File: src/hw/rtl/iee_pkg.sv
// Shared types and constants for the infix expression evaluator.
package iee_pkg;

  // Fixed widths of the transaction fields.
  localparam int unsigned FIELD_WIDTH        = 32;
  localparam int unsigned KIND_WIDTH         = 3;
  localparam int unsigned DEFAULT_DATA_WIDTH = 32;

  // Operator codes carried in the kind field.
  typedef enum logic [KIND_WIDTH-1:0] {
    KIND_PLUS   = 3'd0,
    KIND_MINUS  = 3'd1,
    KIND_TIMES  = 3'd2,
    KIND_DIVIDE = 3'd3,
    KIND_EQUALS = 3'd4
  } kind_e;

  // Multiplicative operator waiting for its right operand.
  typedef enum logic [1:0] {
    MUL_NONE   = 2'd0,
    MUL_TIMES  = 2'd1,
    MUL_DIVIDE = 2'd2
  } mul_op_e;

  // Sequencer states of the top level.
  typedef enum logic [1:0] {
    ST_IDLE  = 2'd0,
    ST_EVAL  = 2'd1,
    ST_WAIT  = 2'd2,
    ST_APPLY = 2'd3
  } state_e;

  // Start request to the serial multiply/divide unit.
  typedef struct packed {
    logic start;
    logic is_div;
  } md_req_t;

endpackage

File: src/hw/rtl/iee_in_if.sv
// Input channel: operand and operator with a valid/ready handshake.
interface iee_in_if;
  logic                                         valid;
  logic                                         ready;
  logic signed [iee_pkg::FIELD_WIDTH-1:0]       operand;
  logic        [iee_pkg::KIND_WIDTH-1:0]        kind;

  modport source (output valid, output operand, output kind, input ready);
  modport sink   (input valid, input operand, input kind, output ready);
endinterface

File: src/hw/rtl/iee_out_if.sv
// Output channel: expression value and divide-by-zero flag with a valid/ready handshake.
interface iee_out_if;
  logic                                   valid;
  logic                                   ready;
  logic signed [iee_pkg::FIELD_WIDTH-1:0] value;
  logic                                   divide_by_zero;

  modport source (output valid, output value, output divide_by_zero, input ready);
  modport sink   (input valid, input value, input divide_by_zero, output ready);
endinterface

File: src/hw/rtl/iee_muldiv.sv
// Bit-serial shift-add multiplier and restoring divider, one bit per cycle.
module iee_muldiv #(
  parameter int unsigned DATA_WIDTH = iee_pkg::DEFAULT_DATA_WIDTH
) (
  input  logic                  clk_i,
  input  logic                  rst_ni,
  input  iee_pkg::md_req_t      req_i,
  input  logic [DATA_WIDTH-1:0] a_i,
  input  logic [DATA_WIDTH-1:0] b_i,
  output logic                  done_o,
  output logic [DATA_WIDTH-1:0] result_o
);

  localparam int unsigned CntWidth = $clog2(DATA_WIDTH + 1);

  logic                  busy_q, busy_d;
  logic                  done_q, done_d;
  logic [CntWidth-1:0]   cnt_q, cnt_d;
  logic                  div_q, div_d;
  logic                  neg_q, neg_d;
  logic [DATA_WIDTH-1:0] acc_q, acc_d;
  logic [DATA_WIDTH-1:0] sha_q, sha_d;
  logic [DATA_WIDTH-1:0] shb_q, shb_d;

  logic [DATA_WIDTH-1:0] mag_a, mag_b;
  logic [DATA_WIDTH-1:0] rem_shift;
  logic [DATA_WIDTH:0]   diff;
  logic                  qbit;

  // Operand magnitudes for the divider.
  assign mag_a = a_i[DATA_WIDTH-1] ? (~a_i + 1'b1) : a_i;
  assign mag_b = b_i[DATA_WIDTH-1] ? (~b_i + 1'b1) : b_i;

  // Trial subtraction of one restoring-division step.
  assign rem_shift = {acc_q[DATA_WIDTH-2:0], sha_q[DATA_WIDTH-1]};
  assign diff      = {1'b0, rem_shift} - {1'b0, shb_q};
  assign qbit      = ~diff[DATA_WIDTH];

  // One multiplier or quotient bit per cycle.
  always_comb begin
    busy_d = busy_q;
    done_d = 1'b0;
    cnt_d  = cnt_q;
    div_d  = div_q;
    neg_d  = neg_q;
    acc_d  = acc_q;
    sha_d  = sha_q;
    shb_d  = shb_q;
    if (req_i.start && !busy_q) begin
      busy_d = 1'b1;
      cnt_d  = CntWidth'(DATA_WIDTH);
      div_d  = req_i.is_div;
      neg_d  = a_i[DATA_WIDTH-1] ^ b_i[DATA_WIDTH-1];
      acc_d  = '0;
      sha_d  = req_i.is_div ? mag_a : a_i;
      shb_d  = req_i.is_div ? mag_b : b_i;
    end else if (busy_q) begin
      if (div_q) begin
        acc_d = qbit ? diff[DATA_WIDTH-1:0] : rem_shift;
        sha_d = {sha_q[DATA_WIDTH-2:0], qbit};
      end else begin
        if (shb_q[0]) begin
          acc_d = acc_q + sha_q;
        end
        sha_d = {sha_q[DATA_WIDTH-2:0], 1'b0};
        shb_d = {1'b0, shb_q[DATA_WIDTH-1:1]};
      end
      cnt_d = cnt_q - 1'b1;
      if (cnt_q == CntWidth'(1)) begin
        busy_d = 1'b0;
        done_d = 1'b1;
      end
    end
  end

  // Control registers.
  always_ff @(posedge clk_i or negedge rst_ni) begin
    if (!rst_ni) begin
      busy_q <= 1'b0;
      done_q <= 1'b0;
      cnt_q  <= '0;
    end else begin
      busy_q <= busy_d;
      done_q <= done_d;
      cnt_q  <= cnt_d;
    end
  end

  // Datapath registers.
  always_ff @(posedge clk_i) begin
    div_q <= div_d;
    neg_q <= neg_d;
    acc_q <= acc_d;
    sha_q <= sha_d;
    shb_q <= shb_d;
  end

  // The quotient ends up in the dividend shift register.
  assign done_o   = done_q;
  assign result_o = div_q ? (neg_q ? (~sha_q + 1'b1) : sha_q) : acc_q;

endmodule

File: src/hw/rtl/infix_expression_evaluator.sv
// Top level of the two-level precedence infix expression evaluator.
// Each input transaction carries an operand and the operator that follows it; a result
// transaction leaves only on equals, with the wrapped value and a flag that tells whether
// any division had a zero divisor. A token that meets a pending times, or a pending divide
// by a nonzero operand, keeps the input not ready while the shared serial unit works on
// it, because the multiply and divide run there one bit per cycle; a token with operator
// code 5 to 7 is ignored. A finished result waits in an output register, so the block
// keeps taking tokens until a second equals finds it still full and holds there until it
// drains.
module infix_expression_evaluator #(
  parameter int unsigned DATA_WIDTH = iee_pkg::DEFAULT_DATA_WIDTH
) (
  input  logic       clk_i,
  input  logic       rst_ni,
  iee_in_if.sink     in_i,
  iee_out_if.source  out_o
);

  localparam int unsigned FW = iee_pkg::FIELD_WIDTH;

  iee_pkg::state_e                   state_q, state_d;
  iee_pkg::mul_op_e                  mul_op_q, mul_op_d;
  logic                              neg_q, neg_d;
  logic                              err_q, err_d;
  logic                              out_valid_q, out_valid_d;
  logic [DATA_WIDTH-1:0]             sum_q, sum_d;
  logic [DATA_WIDTH-1:0]             prod_q, prod_d;
  logic [DATA_WIDTH-1:0]             term_q, term_d;
  logic [DATA_WIDTH-1:0]             opnd_q, opnd_d;
  logic [iee_pkg::KIND_WIDTH-1:0]    kind_q, kind_d;
  logic [FW-1:0]                     value_q, value_d;
  logic                              dz_q, dz_d;

  logic [DATA_WIDTH-1:0]             opnd_ext;
  logic [DATA_WIDTH-1:0]             fold;
  logic [FW-1:0]                     fold_out;
  logic                              in_fire;
  logic                              out_free;
  iee_pkg::md_req_t                  md_req;
  logic                              md_done;
  logic [DATA_WIDTH-1:0]             md_result;

  // Resize between the field width and the working width.
  if (DATA_WIDTH > FW) begin : g_wide
    assign opnd_ext = {{(DATA_WIDTH - FW){in_i.operand[FW-1]}}, in_i.operand};
    assign fold_out = fold[FW-1:0];
  end else if (DATA_WIDTH == FW) begin : g_same
    assign opnd_ext = in_i.operand;
    assign fold_out = fold;
  end else begin : g_narrow
    assign opnd_ext = in_i.operand[DATA_WIDTH-1:0];
    assign fold_out = {{(FW - DATA_WIDTH){1'b0}}, fold};
  end

  assign in_i.ready = (state_q == iee_pkg::ST_IDLE);
  assign in_fire    = in_i.valid && in_i.ready;
  assign out_free   = !out_valid_q || out_o.ready;

  // Add or subtract the finished term into the running sum.
  assign fold = neg_q ? (sum_q - term_q) : (sum_q + term_q);

  iee_muldiv #(
    .DATA_WIDTH(DATA_WIDTH)
  ) u_muldiv (
    .clk_i   (clk_i),
    .rst_ni  (rst_ni),
    .req_i   (md_req),
    .a_i     (prod_q),
    .b_i     (opnd_q),
    .done_o  (md_done),
    .result_o(md_result)
  );

  // Sequencer: evaluate the pending operator, then apply the new one.
  always_comb begin
    state_d     = state_q;
    mul_op_d    = mul_op_q;
    neg_d       = neg_q;
    err_d       = err_q;
    sum_d       = sum_q;
    prod_d      = prod_q;
    term_d      = term_q;
    opnd_d      = opnd_q;
    kind_d      = kind_q;
    value_d     = value_q;
    dz_d        = dz_q;
    out_valid_d = out_valid_q && !out_o.ready;
    md_req      = '0;

    unique case (state_q)
      iee_pkg::ST_IDLE: begin
        if (in_fire) begin
          opnd_d  = opnd_ext;
          kind_d  = in_i.kind;
          state_d = iee_pkg::ST_EVAL;
        end
      end
      iee_pkg::ST_EVAL: begin
        if (kind_q > iee_pkg::KIND_EQUALS) begin
          state_d = iee_pkg::ST_IDLE;
        end else begin
          case (mul_op_q)
            iee_pkg::MUL_TIMES: begin
              md_req.start = 1'b1;
              state_d      = iee_pkg::ST_WAIT;
            end
            iee_pkg::MUL_DIVIDE: begin
              if (opnd_q == '0) begin
                // Zero divisor: keep the term and remember the error.
                err_d   = 1'b1;
                term_d  = prod_q;
                state_d = iee_pkg::ST_APPLY;
              end else begin
                md_req.start  = 1'b1;
                md_req.is_div = 1'b1;
                state_d       = iee_pkg::ST_WAIT;
              end
            end
            default: begin
              term_d  = opnd_q;
              state_d = iee_pkg::ST_APPLY;
            end
          endcase
        end
      end
      iee_pkg::ST_WAIT: begin
        if (md_done) begin
          term_d  = md_result;
          state_d = iee_pkg::ST_APPLY;
        end
      end
      iee_pkg::ST_APPLY: begin
        case (kind_q)
          iee_pkg::KIND_TIMES, iee_pkg::KIND_DIVIDE: begin
            prod_d   = term_q;
            mul_op_d = (kind_q == iee_pkg::KIND_TIMES) ? iee_pkg::MUL_TIMES
                                                       : iee_pkg::MUL_DIVIDE;
            state_d  = iee_pkg::ST_IDLE;
          end
          iee_pkg::KIND_EQUALS: begin
            // Hold until the output register can take the result.
            if (out_free) begin
              value_d     = fold_out;
              dz_d        = err_q;
              out_valid_d = 1'b1;
              sum_d       = '0;
              prod_d      = '0;
              mul_op_d    = iee_pkg::MUL_NONE;
              neg_d       = 1'b0;
              err_d       = 1'b0;
              state_d     = iee_pkg::ST_IDLE;
            end
          end
          default: begin
            sum_d    = fold;
            prod_d   = '0;
            mul_op_d = iee_pkg::MUL_NONE;
            neg_d    = (kind_q == iee_pkg::KIND_MINUS);
            state_d  = iee_pkg::ST_IDLE;
          end
        endcase
      end
      default: begin
        state_d = iee_pkg::ST_IDLE;
      end
    endcase
  end

  // Control and expression state.
  always_ff @(posedge clk_i or negedge rst_ni) begin
    if (!rst_ni) begin
      state_q     <= iee_pkg::ST_IDLE;
      mul_op_q    <= iee_pkg::MUL_NONE;
      neg_q       <= 1'b0;
      err_q       <= 1'b0;
      out_valid_q <= 1'b0;
      sum_q       <= '0;
      prod_q      <= '0;
    end else begin
      state_q     <= state_d;
      mul_op_q    <= mul_op_d;
      neg_q       <= neg_d;
      err_q       <= err_d;
      out_valid_q <= out_valid_d;
      sum_q       <= sum_d;
      prod_q      <= prod_d;
    end
  end

  // Payload registers.
  always_ff @(posedge clk_i) begin
    term_q  <= term_d;
    opnd_q  <= opnd_d;
    kind_q  <= kind_d;
    value_q <= value_d;
    dz_q    <= dz_d;
  end

  assign out_o.valid          = out_valid_q;
  assign out_o.value          = value_q;
  assign out_o.divide_by_zero = dz_q;

  // The serial unit only finishes while the sequencer waits for it.
  a_md_done_in_wait: assert property (@(posedge clk_i) disable iff (!rst_ni)
    md_done |-> (state_q == iee_pkg::ST_WAIT))
    else $error("Serial unit finished outside the wait state.");

  // A new result is only loaded from the apply step.
  a_out_from_apply: assert property (@(posedge clk_i) disable iff (!rst_ni)
    (out_valid_q && !$past(out_valid_q)) |-> ($past(state_q) == iee_pkg::ST_APPLY))
    else $error("Output became valid without an equals transaction.");

  // With no pending multiplicative operator the product term is clear.
  a_prod_clear: assert property (@(posedge clk_i) disable iff (!rst_ni)
    (mul_op_q == iee_pkg::MUL_NONE) |-> (prod_q == '0))
    else $error("Product term nonzero with no pending operator.");

endmodule

File: src/flat_wrapper.sv
// flat-port wrapper written by rule: the top's interface ports become plain ports
module infix_expression_evaluator_flat 
#(
  parameter int unsigned DATA_WIDTH = iee_pkg::DEFAULT_DATA_WIDTH
)
  (clk_i, rst_ni, in_i_valid, in_i_operand, in_i_kind, in_i_ready, out_o_valid, out_o_value, out_o_divide_by_zero, out_o_ready);
  iee_in_if in_i_i ();
  iee_out_if out_o_i ();
  input  logic clk_i;
  input  logic rst_ni;
  input wire logic [$bits(in_i_i.valid)-1:0] in_i_valid;
  input wire logic [$bits(in_i_i.operand)-1:0] in_i_operand;
  input wire logic [$bits(in_i_i.kind)-1:0] in_i_kind;
  output wire logic [$bits(in_i_i.ready)-1:0] in_i_ready;
  output wire logic [$bits(out_o_i.valid)-1:0] out_o_valid;
  output wire logic [$bits(out_o_i.value)-1:0] out_o_value;
  output wire logic [$bits(out_o_i.divide_by_zero)-1:0] out_o_divide_by_zero;
  input wire logic [$bits(out_o_i.ready)-1:0] out_o_ready;
  assign in_i_i.valid = in_i_valid;
  assign in_i_i.operand = in_i_operand;
  assign in_i_i.kind = in_i_kind;
  assign in_i_ready = in_i_i.ready;
  assign out_o_valid = out_o_i.valid;
  assign out_o_value = out_o_i.value;
  assign out_o_divide_by_zero = out_o_i.divide_by_zero;
  assign out_o_i.ready = out_o_ready;
  infix_expression_evaluator #(.DATA_WIDTH(DATA_WIDTH)) u_core (.clk_i(clk_i), .rst_ni(rst_ni), .in_i(in_i_i), .out_o(out_o_i));
endmodule
File: config.mk
export PLATFORM = sky130hd
export DESIGN_NAME = infix_expression_evaluator_flat
export DESIGN_NICKNAME = d
export VERILOG_FILES = /design/src/hw/rtl/iee_pkg.sv /design/src/hw/rtl/iee_in_if.sv /design/src/hw/rtl/iee_out_if.sv /design/src/hw/rtl/iee_muldiv.sv /design/src/hw/rtl/infix_expression_evaluator.sv /design/src/flat_wrapper.sv
export SDC_FILE = /design/constraint.sdc
export NUM_CORES = 1
export LEC_CHECK = 0
export CAP_MARGIN = 10
export CORE_ASPECT_RATIO = 2
export CORE_MARGIN = 2
export CORE_UTILIZATION = 48
export CTS_CLUSTER_SIZE = 12
export DETAILED_ROUTE_END_ITERATION = 12
export DONT_BUFFER_PORTS = 1
export PLACE_DENSITY = 0.65
export SLEW_MARGIN = 20
export SYNTH_ARGS = -nofsm -noshare
export SYNTH_HDL_FRONTEND = slang
export SYNTH_SLANG_ARGS = --single-unit
File: constraint.sdc
create_clock -name clk_i -period 4.05 [get_ports clk_i]
set_input_delay 0.6075 -clock clk_i [delete_from_list [all_inputs] [get_ports clk_i]]
set_output_delay 0.6075 -clock clk_i [all_outputs]
set_load 0.1 [all_outputs]
# Word level (Yosys, flattened, before mapping)
# Cells that the tools add are included.
# W data, S select, Z words.
[word_totals]
inputBits = 39
output_inout_bits = 35
mem_bits_rw = 0
elab_cells = 137
reg_bits = 277
latch_bits = 0
rom_bits = 0
memories = 0
[op_classes]
div = 0
muxes = 57
n_addsub = 8
n_lt_le_gt_ge = 1
n_reduce_logical = 23
n_eq_ne = 22
bitwise = 6
multipliers = 0
shift = 0
[op_table]
columns = ["operator", "n"]
rows = [
  ["$mux W32", 19],
  ["$pmux W32 S2", 4],
  ["$add A32 B1 Y32 const B", 3],
  ["$not A32 Y32", 3],
  ["$add A32 B32 Y32", 2],
  ["$sub A32 B32 Y33", 1],
  ["$logic_not A32 Y1", 1],
  ["$sub A32 B32 Y32", 1],
  ["$mux W2", 9],
  ["$mux W1", 17],
  ["$mux W6", 2],
  ["$ne A2 B1 Y1 const B", 6],
  ["$reduce_and A3 Y1", 3],
  ["$ne A2 B2 Y1 const B", 4],
  ["$pmux W2 S2", 2],
  ["$pmux W2 S4", 1],
  ["$reduce_and A2 Y1", 4],
  ["$reduce_bool A2 Y1", 4],
  ["$eq A2 B2 Y1 const B", 3],
  ["$eq A3 B2 Y1 const B", 2],
  ["$eq A6 B1 Y1 const B", 1],
  ["$ne A3 B2 Y1 const B", 2],
  ["$pmux W1 S2", 3],
  ["$reduce_and A6 Y1", 1],
  ["other kinds (13)", 19],
]

# Logic depth before layout (Yosys ltp)
[depth]
word_depth = 8
mapped_depth = 20
depth_no_buf = 19

# Modules after synthesis
# Synthesis repeated with hierarchy kept, for this count alone.
[hier_totals]
cells_unflattened = 2168
hier_area_um2 = 19192.2
[by_module_without_submodules]
columns = ["module", "seq_area_each_um2", "n_inst", "cells_per_inst", "area_per_inst_um2"]
rows = [
  ["iee_muldiv", 2822.7, 1, 1318, 10227.3],
  ["infix_expression_evaluator", 4779.6, 1, 850, 8964.8],
]

# Worst setup path after synthesis
# Ideal clock, no wire load.
[synth_path]
path_kind = "reg2reg"
start = "register u_core.out_valid_q (netlist: u_core.out_o.valid)"
end = "register u_core.dz_q (netlist: u_core.out_o.divide_by_zero) (enable)"
slack_ns = 0.001
n_path_buf = 0
synth_period_minus_slack_ns = 4.049
stages_incl_launch_ff = 3
arrival_time_ns = 3.575
required_time_ns = 3.576
setup_time_ns = 0.474
cell_sequence = "dfrtp_1 nor2b_1 nor3b_1"
[synth_via]
elab_chain_len = 3
[synth_lines]
columns = ["element", "line", "rtl"]
rows = [
  ["start: declaration", "infix_expression_evaluator.sv:25", "logic out_valid_q, out_valid_d;"],
  ["start signal: assignment", "infix_expression_evaluator.sv:184", "out_valid_q <= out_valid_d;"],
  ["$logic_not A1 Y1", "infix_expression_evaluator.sv:57", "assign out_free = !out_valid_q || out_o.ready;"],
  ["$logic_or A1 B1 Y1", "infix_expression_evaluator.sv:57", ""],
  ["$reduce_and A3 Y1 (no source line)", "--", ""],
  ["end signal: assignment", "infix_expression_evaluator.sv:196", "dz_q <= dz_d;"],
  ["end: declaration", "infix_expression_evaluator.sv:32", "logic dz_q, dz_d;"],
]
# Every way passes these cells.
# A chain may end at the register's enable or synchronous reset.

# Worst setup path after layout
[layout_path]
start = "register u_core.term_q[1]"
end = "register u_core.sum_q[31]"
[layout_via]
elab_chain_len = 3
word_cells_on_any_way = 4
cone_classes = "add/sub (2); mux (2)"
[layout_lines]
columns = ["element", "line", "rtl"]
rows = [
  ["start: declaration", "infix_expression_evaluator.sv:28", "logic [DATA_WIDTH-1:0] term_q, term_d;"],
  ["start signal: assignment", "infix_expression_evaluator.sv:192", "term_q <= term_d;"],
  ["$add A32 B32 Y32 or $sub A32 B32 Y32 (tied branches)", "infix_expression_evaluator.sv:60", "assign fold = neg_q ? (sum_q - term_q) : (sum_q + term_q);"],
  ["$mux W32 *", "infix_expression_evaluator.sv:60", ""],
  ["named net u_core.fold[31]", "infix_expression_evaluator.sv:35", "logic [DATA_WIDTH-1:0] fold;"],
  ["$pmux W32 S2 *", "infix_expression_evaluator.sv:133", "case (kind_q)"],
  ["end signal: assignment", "infix_expression_evaluator.sv:185", "sum_q <= sum_d;"],
  ["end: declaration", "infix_expression_evaluator.sv:26", "logic [DATA_WIDTH-1:0] sum_q, sum_d;"],
]
# The timed path passes the listed nets; every way through them passes the cells marked *.

==> out/results.ini <==
[run_status]
status=finished with violations
failed_checks=negative setup slack

[setup_path]
cp.arrival_ns=4.66
critPathRequiredTime_ns=4.52
r2r_cells=21
r2r_slack_ns=-0.15
crit_type=flip-flop to flip-flop
critPathLaunchType=flip-flop
startpoint=u_core.term_q[1]
r2r_start=u_core.term_q[1]
path_max_fanout=3
worst_r2r_endpoint=u_core.sum_q[31]
end_kind=flip-flop

[synthesis]
yosys.cell_types.count=93
synth.top_cell.area_share_pct=26.0
synth_compound_area_share_pct=21.5
synth-simple-area-share_pct=15.6
synthMuxAreaShare_pct=3.37
async_flop_share_pct=28.5
synth_edf_count=166
synth_area_leaders=edfxtp_1, dfrtp_1, ha_1
ys_seq_area_share_pct=39.7
ys_seq_elements=277
syn-num-nets=2242
syn_avg_cell_area_um2=9.14
ys.flop_type=edfxtp_1
synth_cells=2098
ys_warn_count=0
synth_top_area_cell=edfxtp_1
syn-cell-area_mm2=0.0192
synthAdderAreaFrac_pct=6.97
synth_xor_area_share_pct=8.95
synth_top_family_by_area=compound AO/OA/AOI/OAI gates

[cts]
clkSlewWorstSetupHoldPaths_ns=0.07
cts.path.max_buffers=3
worstSkewPairLatency_ns=0.58
cts_made_buffers=28
cts_tree=done
cts_htree_levels=1
cts_sinks=277
clock-root-buffer=clkbuf_16

[global_routing]
antenna_found_initial=2
grt.total_usage_pct=27.4
grt-ovfl-total=0
first_global_vias=16300
grt_max_degree=108
grt_pass1_wl_mm=90.2

[place]
hpwl_mm=44.8
io_buffers=0
pre_cts_slack_ns=-0.549
dp_cells=2657
place.gp.congestion=0.955

[sta]
finalMaxSlewViolations=0
setup_viol=13
hold_violations=0
rsz0062_at_grt=yes
worst_pin_slew_ns=1.02
timing.final.ws_setup_ns=-0.149
fmax_ghz=0.238
min_period_over_period_pct=104
min_period_ns=4.20
relSlewSlack_pct=31.5
finalSetupTns_ns=-1.07
finClkSkew_ns=0.0298

[min_path]
hp-start=in_i_operand[20]
holdPathEnd=u_core.opnd_q[20]
hold_class=input port to flip-flop
hold_depth=0

[layout]
synthToLayoutAreaGrowth_pct=13.6
final_cells=2727
fillers=3641
multiInputGateArea_mm2=0.0111
nNetsFinal=2324
n_antenna_cell=0
regArea_mm2=0.00760
drive_gt1_share_pct=13.0

[detailed_routing]
wl_per_cell_um=21.5
dr.pass1.iters=5
drc_errors=0
route.vias.total=16100
wl_mm=58.7
ant_nets=0
drtIter0Drc=880
viasPerCell=5.91

[die]
die_x_um=145
core_area_mm2=0.0394
io_pins=74
start_util_pct=48.6
dieArea_mm2=0.0416
rows=103
die_y_um=287

[power]
vdd_drop_max_uv=228
p_per_area_mw_per_mm2=256
p_leak_uw=0.00926

[flow_run]
drv_cap=0

cell usage after synthesis, types with 7 or more instances:
cell type  number
edfxtp_1      166
nand2_1       230
a21oi_1       198
and3_1         19
a22o_1         26
nor3_1         33
buf_1           7
a21o_1         48
or4_1          11
inv_1          92
xor2_1         93
mux2i_1        51
or3_1          13
a31oi_1        21
dfrtp_1        79
mux2_2         12
nand3_1        30
nor2b_1        16
nand4_1         8
clkbuf_1       63
xnor2_1       101
o211ai_1        8
ha_1          102
dfxtp_1        32
buf_2          11
o41ai_1        12
nor2_1        175
nand2b_1       26
o21ai_0       177
o21bai_1        8
o31ai_1        36
buf_4           7
nor4_1         13
and2_1         20
a211oi_1       15
o21a_1         16
registers in the layout, summed over array words and instances, names as in the netlist, 2 cells and up, named ones only:
signal	cells
u_core.out_o.value	32
u_core.term_q	32
u_core.mul_op_q	2
u_core.kind_q	3
u_core.prod_q	32
u_core.u_muldiv.cnt_q	6
u_core.u_muldiv.sha_q	32
u_core.u_muldiv.acc_q	32
u_core.opnd_q	32
u_core.sum_q	32
u_core.u_muldiv.shb_q	32
cell usage in the layout (no fill, tap or decap), drive strengths merged, types with 32 or more instances in the layout:
cell / instances
mux2i: 51
nor2: 176
inv: 93
xor2: 93
nor3: 36
xnor2: 102
nand2: 230
buf: 143
a21oi: 202
a21o: 48
o31ai: 39
edfxtp: 166
clkbuf: 48
dfxtp: 32
ha: 102
o21ai: 181
dfrtp: 79
power breakdown:
| part | switching [uW] | internal (uW) | leakage (uW) |
|---|---|---|---|
| clock | 1150 | 1430 | 0.000417 |
| sequential | 0 | 2970 | 0.00269 |
| combinational | 16.6 | 3.41 | 0.00615 |
cell type report:
cell class,count,area share (%)
multi-input combinational,1636,51.1
sequential,277,34.9
timing repair buffer,144,5.35
clock buffer,48,3.75
tap,525,3.02
inverter,93,1.61
clock inverter,4,0.270
kinds of logic (layout without fill, tap and decap cells):
| logic type | Yosys count | in the layout |
|---|---|---|
| AO/OA/AOI/OAI | 644 | 644 |
| AND/OR/NAND/NOR | 629 | 629 |
| flip-flops | 277 | 277 |
| XOR/XNOR | 195 | 195 |
| buffers and inverters | 185 | 289 |
| adder cells (fa/ha/maj) | 105 | 105 |
| multiplexers | 63 | 63 |
worst max-delay path, cell delays in order (launching register included):
cell and delay, ns:
edfxtp_1 0.43, inv_2 0.11, ha_4 0.14, nand2b_4 0.05, or4_4 0.44, nor2_4 0.14, nand3b_1 0.18, buf_4 0.19
nor2_2 0.11, a21oi_2 0.08, xnor2_1 0.15, buf_4 0.15, ha_4 0.21, a21o_1 0.17, a21o_1 0.18, a21boi_2 0.19
o31ai_2 0.10, a2111o_1 0.34, o221ai_4 0.22, o211ai_2 0.13, xnor2_2 0.16, a41o_1 0.18
routing by layer:
| layer | part of all wire (%) | vias to the layer above | track usage (%) |
|---|---|---|---|
| met1 | 36 | 7754 | 28.4 |
| met5 | 0.019 | - | 0 |
| met2 | 54 | 421 | 53.6 |
| met4 | 6.4 | 2 | 15.7 |
| met3 | 3.0 | 153 | 2.21 |
| li1 | - | 7782 | - |
per-stage QoR:
stage          hold slack [ns]  utilization [%]  total power [uW]  area, um^2
2_1_floorplan            0.312                -              3030       19200
3_3_place_gp             0.315             51.9              3030       20500
3_5_place_dp             0.315             51.9              3030       20500
4_1_cts                 0.0971             54.7              5610       21600
5_1_grt                 0.0976             55.2              5720       21800
6_report                 0.121             55.2              5570       21800
repair_timing:
item | CTS | global route
endpoints found under the hold margin | 79 | 0
gates resized for setup | 34 | 29
hold buffers | 2 | 0
pin swaps | 23 | 34
endpoints found under the setup margin | 26 | 25
buffers inserted | 6 | 11
worst max-delay path by stage:
stage | to | cells after the start
floorplan | u_core.out_o.divide_by_zero | 2
global placement | u_core.sum_q[31] | 19
detailed placement | u_core.sum_q[31] | 20
CTS | u_core.sum_q[31] | 19
global route | u_core.sum_q[31] | 21
finish | u_core.sum_q[31] | 21
Note: power is estimated with default switching activity, not from simulation.
